==> src/rtl/slam_pkg.sv <==
`timescale 1ns / 1ps
`default_nettype none
package slam_pkg;
  localparam int SampleBitsDef = 10;
  localparam int DutyBitsDef = 10;
  localparam int PowBits = 31;
  localparam int CfgAddrBits = 3;
  localparam int CfgDataBits = 16;
  localparam logic [CfgAddrBits-1:0] RegIdleLimit = 3'd0;
  localparam logic [CfgAddrBits-1:0] RegNoiseFloor = 3'd1;
  localparam logic [CfgAddrBits-1:0] RegGainScale = 3'd2;
  localparam logic [CfgAddrBits-1:0] RegPeakFloor = 3'd3;
  localparam logic [CfgAddrBits-1:0] RegDecayPeriod = 3'd4;
  localparam logic [13:0] IdleLimitRst = 14'd10000;
  localparam logic [15:0] NoiseFloorRst = 16'd256;
  localparam logic [11:0] GainScaleRst = 12'd1300;
  localparam logic [15:0] PeakFloorRst = 16'd4096;
  localparam logic [10:0] DecayPeriodRst = 11'd1000;
  localparam logic [PowBits-1:0] Max31 = {PowBits{1'b1}};
endpackage
`default_nettype wire

==> src/rtl/slam_divider.sv <==
`timescale 1ns / 1ps
`default_nettype none
// restoring divider, one quotient bit a cycle
module slam_divider #(
  parameter int NumBits = 48,
  parameter int DenBits = 32
) (
  input  wire logic               clk,
  input  wire logic               rst,
  input  wire logic               start,
  input  wire logic [NumBits-1:0] num,
  input  wire logic [DenBits-1:0] den,
  output logic                    busy,
  output logic                    done,
  output logic [NumBits-1:0]      quo
);
  localparam int CntBits = $clog2(NumBits + 1);
  logic [NumBits-1:0] shreg;
  logic [DenBits-1:0] rem;
  logic [DenBits-1:0] dreg;
  logic [CntBits-1:0] cnt;
  logic [DenBits:0] trial;

  assign trial = {rem, shreg[NumBits-1]} - {1'b0, dreg};

  always_ff @(posedge clk) begin
    done <= 1'b0;
    if (rst) begin
      busy <= 1'b0;
      cnt <= '0;
    end else if (start) begin
      busy <= 1'b1;
      shreg <= num;
      rem <= '0;
      dreg <= den;
      cnt <= CntBits'(NumBits);
    end else if (busy) begin
      if (!trial[DenBits]) begin
        rem <= trial[DenBits-1:0];
        shreg <= {shreg[NumBits-2:0], 1'b1};
      end else begin
        rem <= {rem[DenBits-2:0], shreg[NumBits-1]};
        shreg <= {shreg[NumBits-2:0], 1'b0};
      end
      cnt <= cnt - 1'b1;
      if (cnt == CntBits'(1)) begin
        busy <= 1'b0;
        done <= 1'b1;
      end
    end
  end
  assign quo = shreg;
endmodule
`default_nettype wire

==> src/rtl/sound_level_agc_meter.sv <==
`timescale 1ns / 1ps
`default_nettype none
// channel   direction  signals
// in        request    action, raw_sample; in_valid / in_ready
// out       result     duty_valid, pwm_duty, last_deviation, smoothed_power,
//                      peak_power; out_valid / out_ready
// cfg       write      cfg_we, cfg_index, cfg_data
// A sample runs two serial divisions on the shared divider (/33, /3), each
// a start, 48 quotient bits and done, then a serial squaring. A tick runs
// /17 and the gain/peak division with a serial gain multiply before it, a peak
// decay multiply when the decay period ends, and the triangle /5 once idle.
// Reset is synchronous; the result register holds while out_ready is low,
// and a new request is taken the cycle after the result has been taken.
module sound_level_agc_meter #(
  parameter int SAMPLE_BITS = slam_pkg::SampleBitsDef,
  parameter int DUTY_BITS = slam_pkg::DutyBitsDef
) (
  input  wire logic                              clk,
  input  wire logic                              rst,
  input  wire logic                              in_valid,
  output logic                                   in_ready,
  input  wire logic                              action,
  input  wire logic [SAMPLE_BITS-1:0]            raw_sample,
  output logic                                   out_valid,
  input  wire logic                              out_ready,
  output logic                                   duty_valid,
  output logic [DUTY_BITS-1:0]                   pwm_duty,
  output logic signed [SAMPLE_BITS:0]            last_deviation,
  output logic [slam_pkg::PowBits-1:0]           smoothed_power,
  output logic [slam_pkg::PowBits-1:0]           peak_power,
  input  wire logic                              cfg_we,
  input  wire logic [slam_pkg::CfgAddrBits-1:0]  cfg_index,
  input  wire logic [slam_pkg::CfgDataBits-1:0]  cfg_data
);
  import slam_pkg::*;

  localparam int DcBits = SAMPLE_BITS + 8;
  localparam int DevBits = SAMPLE_BITS + 1;
  localparam int LpBits = SAMPLE_BITS + 3;
  localparam int SqBits = 2 * LpBits;
  localparam int NB = 48;
  localparam int DB = 32;
  localparam int MulCntBits = 6;
  localparam logic [DUTY_BITS-1:0] DutyMax = {DUTY_BITS{1'b1}};

  typedef enum logic [4:0] {
    S_IDLE, S_DC_DIV, S_DC_WAIT, S_LP_DIV, S_LP_WAIT, S_SQ, S_SUM,
    T_SM_DIV, T_SM_WAIT, T_PK_MUL, T_PK, T_RATIO_MUL, T_RATIO_DIV, T_RATIO_WAIT,
    T_IDLE, T_TRI_DIV, T_TRI_WAIT, S_OUT
  } state_t;

  state_t state;
  logic [13:0] idle_limit;
  logic [15:0] noise_floor;
  logic [11:0] gain_scale;
  logic [15:0] peak_floor;
  logic [10:0] decay_period;

  logic signed [DcBits-1:0] dc_average_x32;
  logic seeded;
  logic signed [DevBits-1:0] deviation;
  logic signed [LpBits-1:0] lowpassed;
  logic [PowBits-1:0] power_sum, power_smooth, power_peak;
  logic [10:0] tick_count;
  logic [13:0] idle_count;
  logic signed [SAMPLE_BITS:0] cur;
  logic [DUTY_BITS-1:0] duty;
  logic [MulCntBits-1:0] mcnt;
  logic [NB-1:0] macc;
  logic [NB-1:0] mcand;
  logic [DB-1:0] mplier;
  logic neg;

  logic div_start, div_busy, div_done;
  logic [NB-1:0] div_num, div_quo;
  logic [DB-1:0] div_den;

  slam_divider #(.NumBits(NB), .DenBits(DB)) u_div (
    .clk(clk), .rst(rst), .start(div_start), .num(div_num), .den(div_den),
    .busy(div_busy), .done(div_done), .quo(div_quo)
  );

  logic [PowBits-1:0] floor_v;
  assign floor_v = (peak_floor == 16'd0) ? PowBits'(1) : PowBits'(peak_floor);

  logic signed [SAMPLE_BITS:0] cur_in;
  assign cur_in = raw_sample[SAMPLE_BITS-1]
                ? $signed({1'b1, raw_sample}) : $signed({1'b0, raw_sample});

  logic signed [DcBits+2:0] dc_mag_s;
  logic signed [DcBits+1:0] lp_mag_s;
  logic signed [DcBits-1:0] dc_new;
  logic [PowBits:0] sum_w;
  logic [PowBits:0] sm_in;
  logic [10:0] half;
  logic [10:0] tri_val;
  logic [11:0] tc_inc;
  logic [PowBits-1:0] power;

  assign half = decay_period >> 1;
  assign power = (power_smooth < PowBits'(noise_floor)) ? '0
               : power_smooth - PowBits'(noise_floor);
  assign tc_inc = {1'b0, tick_count} + 12'd1;
  assign tri_val = (tick_count < half) ? tick_count
                 : ((tick_count <= decay_period) ? decay_period - tick_count : 11'd0);
  assign sum_w = {1'b0, power_sum} + {1'b0, macc[PowBits-1:0]};
  assign sm_in = {1'b0, power_smooth} + {1'b0, power_sum};
  // signed DC average from the magnitude quotient
  assign dc_new = neg ? -$signed(DcBits'(div_quo)) : $signed(DcBits'(div_quo));

  assign in_ready = (state == S_IDLE) && !out_valid;

  always_comb begin
    div_start = 1'b0;
    div_num = '0;
    div_den = '0;
    dc_mag_s = '0;
    lp_mag_s = '0;
    unique case (state)
      S_DC_DIV: begin
        dc_mag_s = (DcBits+3)'(dc_average_x32 + DcBits'(cur)) <<< 5;
        div_start = 1'b1;
        div_num = NB'(dc_mag_s < 0 ? -dc_mag_s : dc_mag_s);
        div_den = DB'(33);
      end
      S_LP_DIV: begin
        lp_mag_s = (DcBits+2)'(lowpassed + LpBits'(deviation)) <<< 1;
        div_start = 1'b1;
        div_num = NB'(lp_mag_s < 0 ? -lp_mag_s : lp_mag_s);
        div_den = DB'(3);
      end
      T_SM_DIV: begin
        div_start = 1'b1;
        div_num = NB'(sm_in) << 4;
        div_den = DB'(17);
      end
      T_RATIO_DIV: begin
        div_start = 1'b1;
        div_num = macc;
        div_den = DB'(power_peak);
      end
      T_TRI_DIV: begin
        div_start = 1'b1;
        div_num = NB'(tri_val);
        div_den = DB'(5);
      end
      default: ;
    endcase
  end

  always_ff @(posedge clk) begin
    if (rst) begin
      state <= S_IDLE;
      out_valid <= 1'b0;
      idle_limit <= IdleLimitRst;
      noise_floor <= NoiseFloorRst;
      gain_scale <= GainScaleRst;
      peak_floor <= PeakFloorRst;
      decay_period <= DecayPeriodRst;
      dc_average_x32 <= '0;
      seeded <= 1'b0;
      deviation <= '0;
      lowpassed <= '0;
      power_sum <= '0;
      power_smooth <= '0;
      power_peak <= PowBits'(PeakFloorRst);
      tick_count <= '0;
      idle_count <= '0;
    end else begin
      if (cfg_we) begin
        unique case (cfg_index)
          RegIdleLimit:   idle_limit <= cfg_data[13:0];
          RegNoiseFloor:  noise_floor <= cfg_data;
          RegGainScale:   gain_scale <= cfg_data[11:0];
          RegPeakFloor:   peak_floor <= cfg_data;
          RegDecayPeriod: decay_period <= cfg_data[10:0];
          default: ;
        endcase
      end
      if (out_valid && out_ready) out_valid <= 1'b0;
      unique case (state)
        S_IDLE: if (in_valid && in_ready) begin
          if (action) begin
            state <= T_SM_DIV;
          end else begin
            cur <= cur_in;
            if (!seeded) begin
              dc_average_x32 <= DcBits'(cur_in) <<< 5;
              seeded <= 1'b1;
            end
            state <= S_DC_DIV;
          end
        end
        S_DC_DIV: begin
          neg <= dc_mag_s < 0;
          state <= S_DC_WAIT;
        end
        S_DC_WAIT: if (div_done) begin
          dc_average_x32 <= dc_new;
          deviation <= DevBits'(cur - SAMPLE_BITS'(dc_new / 32));
          state <= S_LP_DIV;
        end
        S_LP_DIV: begin
          neg <= lp_mag_s < 0;
          state <= S_LP_WAIT;
        end
        S_LP_WAIT: if (div_done) begin
          lowpassed <= neg ? -LpBits'(div_quo) : LpBits'(div_quo);
          // |q| = |lp|/4, squared serially
          mcand <= NB'(div_quo[LpBits-1:2]);
          mplier <= DB'(div_quo[LpBits-1:2]);
          macc <= '0;
          mcnt <= MulCntBits'(LpBits);
          state <= S_SQ;
        end
        S_SQ: begin
          if (mplier[0]) macc <= macc + mcand;
          mcand <= mcand << 1;
          mplier <= mplier >> 1;
          mcnt <= mcnt - 1'b1;
          if (mcnt == MulCntBits'(1)) state <= S_SUM;
        end
        S_SUM: begin
          power_sum <= sum_w[PowBits] ? Max31 : sum_w[PowBits-1:0];
          duty <= '0;
          duty_valid <= 1'b0;
          state <= S_OUT;
        end
        T_SM_DIV: state <= T_SM_WAIT;
        T_SM_WAIT: if (div_done) begin
          power_sum <= '0;
          power_smooth <= (div_quo > NB'(Max31)) ? Max31 : div_quo[PowBits-1:0];
          if (tc_inc > {1'b0, decay_period}) begin
            tick_count <= '0;
            mcand <= NB'(power_peak);
            mplier <= DB'(31);
            macc <= '0;
            mcnt <= MulCntBits'(5);
            state <= T_PK_MUL;
          end else begin
            tick_count <= tc_inc[10:0];
            state <= T_PK;
          end
        end
        T_PK_MUL: begin
          if (mplier[0]) macc <= macc + mcand;
          mcand <= mcand << 1;
          mplier <= mplier >> 1;
          mcnt <= mcnt - 1'b1;
          if (mcnt == MulCntBits'(1)) begin
            power_peak <= ((macc + (mplier[0] ? mcand : '0)) >> 5) < NB'(floor_v)
                        ? floor_v : PowBits'((macc + (mplier[0] ? mcand : '0)) >> 5);
            state <= T_PK;
          end
        end
        T_PK: begin
          if (power_smooth > power_peak) power_peak <= power_smooth;
          else if (power_peak == '0) power_peak <= floor_v;
          mcand <= NB'(power);
          mplier <= DB'(gain_scale);
          macc <= '0;
          mcnt <= MulCntBits'(12);
          state <= T_RATIO_MUL;
        end
        T_RATIO_MUL: begin
          if (mplier[0]) macc <= macc + mcand;
          mcand <= mcand << 1;
          mplier <= mplier >> 1;
          mcnt <= mcnt - 1'b1;
          if (mcnt == MulCntBits'(1)) state <= T_RATIO_DIV;
        end
        T_RATIO_DIV: state <= T_RATIO_WAIT;
        T_RATIO_WAIT: if (div_done) begin
          duty <= (div_quo > NB'(DutyMax)) ? DutyMax : div_quo[DUTY_BITS-1:0];
          if (div_quo != '0) idle_count <= '0;
          else if (idle_count < idle_limit) idle_count <= idle_count + 14'd1;
          state <= T_IDLE;
        end
        T_IDLE: state <= (idle_count >= idle_limit) ? T_TRI_DIV : S_OUT;
        T_TRI_DIV: state <= T_TRI_WAIT;
        T_TRI_WAIT: if (div_done) begin
          duty <= (div_quo > NB'(DutyMax)) ? DutyMax : div_quo[DUTY_BITS-1:0];
          state <= S_OUT;
        end
        S_OUT: begin
          out_valid <= 1'b1;
          state <= S_IDLE;
        end
        default: state <= S_IDLE;
      endcase
      if (state == T_SM_DIV) duty_valid <= 1'b1;
    end
  end

  assign pwm_duty = duty;
  assign last_deviation = deviation;
  assign smoothed_power = power_smooth;
  assign peak_power = power_peak;

  property p_no_take_while_full;
    @(posedge clk) disable iff (rst) out_valid |-> !in_ready;
  endproperty
  a_no_take: assert property (p_no_take_while_full) else $error("request taken over result");

  a_peak_nz: assert property (@(posedge clk) disable iff (rst)
    out_valid |-> peak_power != '0) else $error("peak zero");

  a_sample_duty: assert property (@(posedge clk) disable iff (rst)
    (out_valid && !duty_valid) |-> pwm_duty == '0) else $error("sample duty");

  a_div_free: assert property (@(posedge clk) disable iff (rst)
    div_start |-> !div_busy) else $error("divider started while busy");
endmodule
`default_nettype wire
==> config.mk <==
export PLATFORM = sky130hd
export DESIGN_NAME = sound_level_agc_meter
export DESIGN_NICKNAME = d
export VERILOG_FILES = /design/src/rtl/slam_pkg.sv /design/src/rtl/slam_divider.sv /design/src/rtl/sound_level_agc_meter.sv
export SDC_FILE = /design/constraint.sdc
export NUM_CORES = 2
export LEC_CHECK = 0
export BUFFER_PORTS_ARGS = -buffer_cell sky130_fd_sc_hd__buf_2
export CORE_MARGIN = 4
export CORE_UTILIZATION = 55
export DETAILED_ROUTE_END_ITERATION = 10
export MAX_ROUTING_LAYER = met4
export PLACE_DENSITY = 0.72
export SLEW_MARGIN = 20
export SYNTH_ARGS = -nofsm -noshare
export SYNTH_HDL_FRONTEND = slang
export SYNTH_SLANG_ARGS = --single-unit
==> constraint.sdc <==
create_clock -name clk -period 24.3 [get_ports clk]
set_input_delay 2.43 -clock clk [delete_from_list [all_inputs] [get_ports clk]]
set_output_delay 2.43 -clock clk [all_outputs]
set_load 0.02 [all_outputs]
* Yosys cells after proc, flatten, opt, wreduce, memory -nomap -nowiden *
Index checks and enable logic that the tools add are counted.

storage, ports and cells
  bits in registers = 511
  input port bits = 35
  output and inout bits = 86
  logic and storage cells = 233

cells by class
  eq/ne operators = 38
  add/subtract/negate cells = 19
  order comparisons = 14
  reductions and logical operators = 47
  bitwise operators = 4
  mux-type cells = 80

operators by type and width
  cell                                                                               number
  48-bit 2-to-1 mux                                                                  12
  48-bit one-hot mux with 4 select lines                                             2
  31-bit 2-to-1 mux                                                                  8
  48-bit one-hot mux with 5 select lines                                             1
  32-bit 2-to-1 mux                                                                  5
  31-bit one-hot mux with 5 select lines                                             1
  32-bit one-hot mux with 4 select lines                                             1
  31-bit one-hot mux with 2 select lines                                             2
  48-bit adder                                                                       2
  5-bit one-hot mux with 17 select lines                                             1
  16-bit 2-to-1 mux                                                                  5
  31-bit by 31-bit adder with 32-bit output                                          2
  5-bit 2-to-1 mux                                                                   10
  48-bit by 10-bit greater-than comparator with 1-bit output, second input constant  1
  48-bit by 31-bit greater-than comparator with 1-bit output, second input constant  1
  15-bit negator with 48-bit output                                                  1
  21-bit negator with 48-bit output                                                  1
  48-bit nonzero test                                                                1
  11-bit 2-to-1 mux                                                                  4
  43-bit by 16-bit less-than comparator with 1-bit output                            1
  21-bit by 1-bit less-than comparator with 1-bit output, second input constant      2
  5-bit by 4-bit equality test with 1-bit output, second input constant              8
  33-bit by 32-bit subtractor with 33-bit output                                     1
  16-bit one-hot mux with 2 select lines                                             1
  other kinds (63)                                                                   128

* Longest topological paths before layout *
  word-level depth = 6
  gate-level depth with buffers = 27

* Hierarchy *
A second synthesis with hierarchy kept.

unflattened totals
  cells, all modules = 4253
  area total of the unflattened synthesis = 36914.2 µm²

modules (own cells, without submodules)
  module                 instances  area each (µm²)  cells each  sequential area each (µm²)
  sound_level_agc_meter  1          30214.0          3650        8768.4
  slam_divider           1          6700.2           603         3523.4

* Worst setup path after synthesis *
No wires, ideal clock.

  kind = input -> register
  start point = input rst
  end point = register macc[0] (enable)
  path buffers = 1
  setup slack = 16481 ps
  stages on the path = 5
  data arrival time = 7410 ps
  cell sequence = clkbuf_1 -> inv_1 -> nand3_1 -> a21oi_1 -> o21a_1

on the way
  cells in the longest elaborated chain, start to end = 2

ends and longest elaborated chain
  element                               line                          text
  start: declaration                    sound_level_agc_meter.sv:19   input wire logic rst,
  1-bit NOT (no source line)            --
  6-bit AND reduction (no source line)  --
  end signal: assignment                sound_level_agc_meter.sv:217  if (mplier[0]) macc <= macc + mcand;
  end signal: assignment                sound_level_agc_meter.sv:246  if (mplier[0]) macc <= macc + mcand;
  end signal: assignment                sound_level_agc_meter.sv:266  if (mplier[0]) macc <= macc + mcand;
  end: declaration                      sound_level_agc_meter.sv:69   logic [NB-1:0] macc;

No other way between the ends.
A chain may end at the register's enable or synchronous reset.

* Worst setup path after layout *
  start point = register mplier[0]
  end point = register power_peak[4], in the netlist peak_power[4]

on the way
  cells in the longest elaborated chain, start to end = 6

ends and longest elaborated chain
  element                                                  line                          text
  start: declaration                                       sound_level_agc_meter.sv:71   logic [DB-1:0] mplier;
  start signal: assignment                                 sound_level_agc_meter.sv:211  mplier <= DB'(div_quo[LpBits-1:2]);
  start signal: assignment                                 sound_level_agc_meter.sv:219  mplier <= mplier >> 1;
  start signal: assignment                                 sound_level_agc_meter.sv:248  mplier <= mplier >> 1;
  48-bit 2-to-1 mux *                                      sound_level_agc_meter.sv:252  ? floor_v : PowBits'((macc + (mplier[0] ? mcand : '0)) >> 5);
  48-bit adder *                                           sound_level_agc_meter.sv:252
  43-bit by 16-bit less-than comparator with 1-bit output  sound_level_agc_meter.sv:251  power_peak <= ((macc + (mplier[0] ? mcand : '0)) >> 5) < NB'(floor_v)
  31-bit 2-to-1 mux *                                      sound_level_agc_meter.sv:252
  31-bit 2-to-1 mux *                                      sound_level_agc_meter.sv:250  if (mcnt == MulCntBits'(1)) begin
  31-bit one-hot mux with 2 select lines *                 sound_level_agc_meter.sv:181  unique case (state)
  end signal: assignment                                   sound_level_agc_meter.sv:251
  end signal: assignment                                   sound_level_agc_meter.sv:257  if (power_smooth > power_peak) power_peak <= power_smooth;
  end signal: assignment                                   sound_level_agc_meter.sv:258  else if (power_peak == '0) power_peak <= floor_v;
  end: declaration                                         sound_level_agc_meter.sv:63   logic [PowBits-1:0] power_sum, power_smooth, power_peak;

Mark *: on every way between the ends. The rest lies on a longest branch, timed or not. The select of a mux whose other input is x is not followed.

==> flow_summary.toml <==
[global_route]
globalRoute.totalOverflow = 0
globalRouteMet3Util_pct = 7.81
globalRouteTotalUtil_pct = 35.3
global_route.usage.met1_pct = 49.1
grt_max_degree = 91
antenna_found_initial = 6
grt.met2_usage_pct = 51.0
busiest_layer = "met2"
first_global_vias = 31300
global_route_wire_length_before_repair_um = 189000

[floorplanning]
dieArea_mm2 = 0.0710
die-width_um = 266
pin_count = 121
rows = 94
design.core.area_mm2 = 0.0660
starting_density_of_the_core_pct = 55.7
dieHeight_um = 266

[route]
wirelength_um = 126000
detail_route.drc_violations = 0
num_vias = 34100
number_of_iterations_in_the_first_detailed_routing_pass = 7
drt-vias-per-instance = 6.52
initial_drc_count = 4167
drtAntennaViolNets = 0
wire_per_inst_um = 24.1

[yosys]
synth.cell_area_mm2 = 0.0367
ys_async_sr_fraction_pct = 0
synth_enable_flop_cells = 247
yosysMostFrequentCell = "sky130_fd_sc_hd__nor2_1"
syn_area_per_cell_um2 = 8.58
ys_seq_area_share_pct = 33.4
synth-xor-area-share_pct = 6.72
synth_cell_type_count = 99
muxShareOfSynthArea_pct = 1.19
synth_fa_ha_area_share_pct = 12.1
synth_simple_gate_area_share_pct = 18.8
yosys_warnings = 0
ranking_of_synthesized_cells_by_area = "sky130_fd_sc_hd__edfxtp_1, sky130_fd_sc_hd__dfxtp_1, sky130_fd_sc_hd__ha_1, sky130_fd_sc_hd__a21oi_1, sky130_fd_sc_hd__nor2_1"
synth_area_leader_cell = "sky130_fd_sc_hd__edfxtp_1"
yosys_register_bits = 489
fraction_of_post_synthesis_cell_area_in_the_top_cell_type_by_area_pct = 20.2
ys.flop_type = "sky130_fd_sc_hd__edfxtp_1"
synth_top_family_by_area = "compound AO/OA/AOI/OAI gates"
synthesis.nets = 4667
share_of_the_synthesized_area_in_compound_gates_ao_oa_aoi_oai_pct = 23.1
ys_top_cells_by_count = "sky130_fd_sc_hd__nor2_1, sky130_fd_sc_hd__nand2_1, sky130_fd_sc_hd__ha_1"
postSynthCellCount = 4281

[critical_path]
worst-endpoint-arrival_ns = 7.06
worst-setup-path-type = "flip-flop to flip-flop"
critPathMaxStageDelay_ns = 0.73
critical_path.n_buffers_inverters = 1
crit_path_top_delay_cell = "sky130_fd_sc_hd__o31a_1"
critPathRequiredTime_ns = 24.84
timing.critical_path.max_delay_family = "simple AND/OR/NAND/NOR gates"
critical_path.cell_chain = "buf_4 > and2_1 > ha_1 > nand4_2 > or2_1 > or4b_1 > a31oi_1 > nand2b_1 > a21oi_1 > o21bai_1 > xor2_1 > ha_1 > nand4_1 > or2_2 > or3_1 > o311a_1 > nand4_1 > nor4_2 > nand4_2 > o31a_1 > a221oi_1 > a221oi_1"
critical_path.endpoint_type = "flip-flop"
critical_path.max_fanout = 49
worst_setup_path_start_kind = "flip-flop"

[timing]
setup_repair_after_global_routing_missed_its_margin = "no"
timing_hold_violations_final = 0
tightestPinTransition_ns = 1.15
final-setup-viol-count = 0
fin_crit_ns = 6.51
slew_viol_final = 0
maxSlewHeadroom_pct = 23.4
final.setup.tns_ns = 0
layout_worst_path_cycle_share_pct = 26.8
max_freq_mhz = 154
setup_ws_ns = 17.79
timing.clock.skew_ns = 0.0384

[clock_network]
htreeDepth = 2
cts-buffers-inserted = 57
count_of_hold_buffers_inserted_by_post_cts_repair = 0
post-cts-setup-buffer-count = 0
path_clk_slew_ns = 0.07
worstSkewPairLatency_ns = 0.65
max-clock-path-buffers = 3
tritoncts = "built"
root_buffer_selected_by_cts = "sky130_fd_sc_hd__clkbuf_16"
clkSinkCount = 489
cts_repair_resize_count = 0

[job]
timing.max_cap.violations = 0

[power]
power.density_cell_area_mw_per_mm2 = 79.1
vdd_ir_drop_max_v = 0.0000602
static-leakage-power_nw = 16.3

[layout]
growth_of_design_area_from_synthesis_to_finish_pct = 9.02
final_layout_size_suffix_gt1_share_pct = 8.42
final_nets = 4698

[status]
outcome = "completed"

[placed_design]
detailedPlace.worstSlack_ns = 17.86
dp_hpwl_um = 95600
io_buffers = 120
placer_congestion = 1.03

[hold_path]
hold_class = "flip-flop to flip-flop"
-- per-stage QoR --
stage	std cells	power (mW)	cell area [µm²]	hold WS (ns)	utilization, %
global route	5230	3.33	40000	0.474	60.7
floorplan	4281	1.95	36700	0.426	-
CTS	5223	3.15	40000	0.451	60.6
detailed placement	5115	2.29	38200	0.443	57.9
global placement	5113	2.27	38100	0.437	57.8
finish	5231	3.17	40100	0.451	60.7
-- final cells by class --
cell class / count / area, µm²
Tap cell: 864 / 1080
Sequential cell: 489 / 12300
Inverter: 249 / 935
Multi-Input combinational cell: 3343 / 22900
Clock inverter: 29 / 278
Clock buffer: 79 / 1560
Fill cell: 5853 / 25900
Timing Repair Buffer: 172 / 1030
Antenna cell: 6 / 15.0
-- sequential cells by signal, indices dropped and copies added, names as in the netlist, 12 cells and up --
signal,count
smoothed_power,31
peak_power,31
mcand,48
u_div.dreg,31
macc,48
power_sum,31
idle_count,14
peak_floor,16
idle_limit,14
lowpassed,13
u_div.quo,48
u_div.rem,32
mplier,12
gain_scale,12
noise_floor,16
dc_average_x32,16
-- cells by family (layout without fill, tap and decap cells) --
| kind of cell | after synthesis | in the layout |
|---|---|---|
| AND/OR/NAND/NOR | 1429 | 1429 |
| AO/OA/AOI/OAI | 1238 | 1238 |
| flip-flops | 489 | 489 |
| buffers and inverters | 449 | 529 |
| adder cells (fa/ha/maj) | 351 | 351 |
| XOR/XNOR | 282 | 282 |
| multiplexers | 43 | 43 |
| other | 0 | 6 |
-- where the power goes --
group          total, mW  switching [mW]  internal, mW
clock network      0.862           0.371         0.491
logic               1.20           0.753         0.451
registers           1.10           0.101          1.00
total               3.17            1.23          1.94
-- worst register-to-register path: stages (launching register included) --
cell	delay [ns]
sky130_fd_sc_hd__edfxtp_1	0.36
sky130_fd_sc_hd__buf_4	0.27
sky130_fd_sc_hd__and2_1	0.26
sky130_fd_sc_hd__ha_1	0.46
sky130_fd_sc_hd__nand4_2	0.22
sky130_fd_sc_hd__or2_1	0.29
sky130_fd_sc_hd__or4b_1	0.51
sky130_fd_sc_hd__a31oi_1	0.30
sky130_fd_sc_hd__nand2b_1	0.19
sky130_fd_sc_hd__a21oi_1	0.11
sky130_fd_sc_hd__o21bai_1	0.17
sky130_fd_sc_hd__xor2_1	0.29
sky130_fd_sc_hd__ha_1	0.21
sky130_fd_sc_hd__nand4_1	0.12
sky130_fd_sc_hd__or2_2	0.32
sky130_fd_sc_hd__or3_1	0.39
sky130_fd_sc_hd__o311a_1	0.38
sky130_fd_sc_hd__nand4_1	0.11
sky130_fd_sc_hd__nor4_2	0.06
sky130_fd_sc_hd__nand4_2	0.17
sky130_fd_sc_hd__o31a_1	0.73
sky130_fd_sc_hd__a221oi_1	0.19
sky130_fd_sc_hd__a221oi_1	0.29
-- layout by cell type (no fill, tap or decap), types with 121 or more instances in the layout --
cell type,count
sky130_fd_sc_hd__nor3_1,123
sky130_fd_sc_hd__nand2_1,380
sky130_fd_sc_hd__dfxtp_1,241
sky130_fd_sc_hd__o21ai_0,204
sky130_fd_sc_hd__xnor2_1,156
sky130_fd_sc_hd__nor2_1,378
sky130_fd_sc_hd__xor2_1,126
sky130_fd_sc_hd__buf_2,121
sky130_fd_sc_hd__edfxtp_1,247
sky130_fd_sc_hd__a21oi_1,337
sky130_fd_sc_hd__inv_1,248
sky130_fd_sc_hd__ha_1,342
-- layer usage --
layer	vias up	share of wire (%)	wire length, µm
met2	1779	42	53100
li1	15800	-	-
met3	280	11	14500
met5	-	0	0
met4	0	3.8	4820
met1	16200	43	53700
-- worst paths after layout --
check / slack [ns] / to / startpoint / cells past startpoint
setup reg to reg: 17.79 / peak_power[4]$_SDFFE_PP0P_ / mplier[0]$_DFFE_PP_ / 22
hold reg to reg: 0.45 / seeded$_SDFFE_PP0P_ / seeded$_SDFFE_PP0P_ / 2
setup / recovery: 17.79 / peak_power[4]$_SDFFE_PP0P_ / mplier[0]$_DFFE_PP_ / 22
hold / removal: 0.45 / seeded$_SDFFE_PP0P_ / seeded$_SDFFE_PP0P_ / 2
Note: power is estimated with default switching activity, not from simulation.
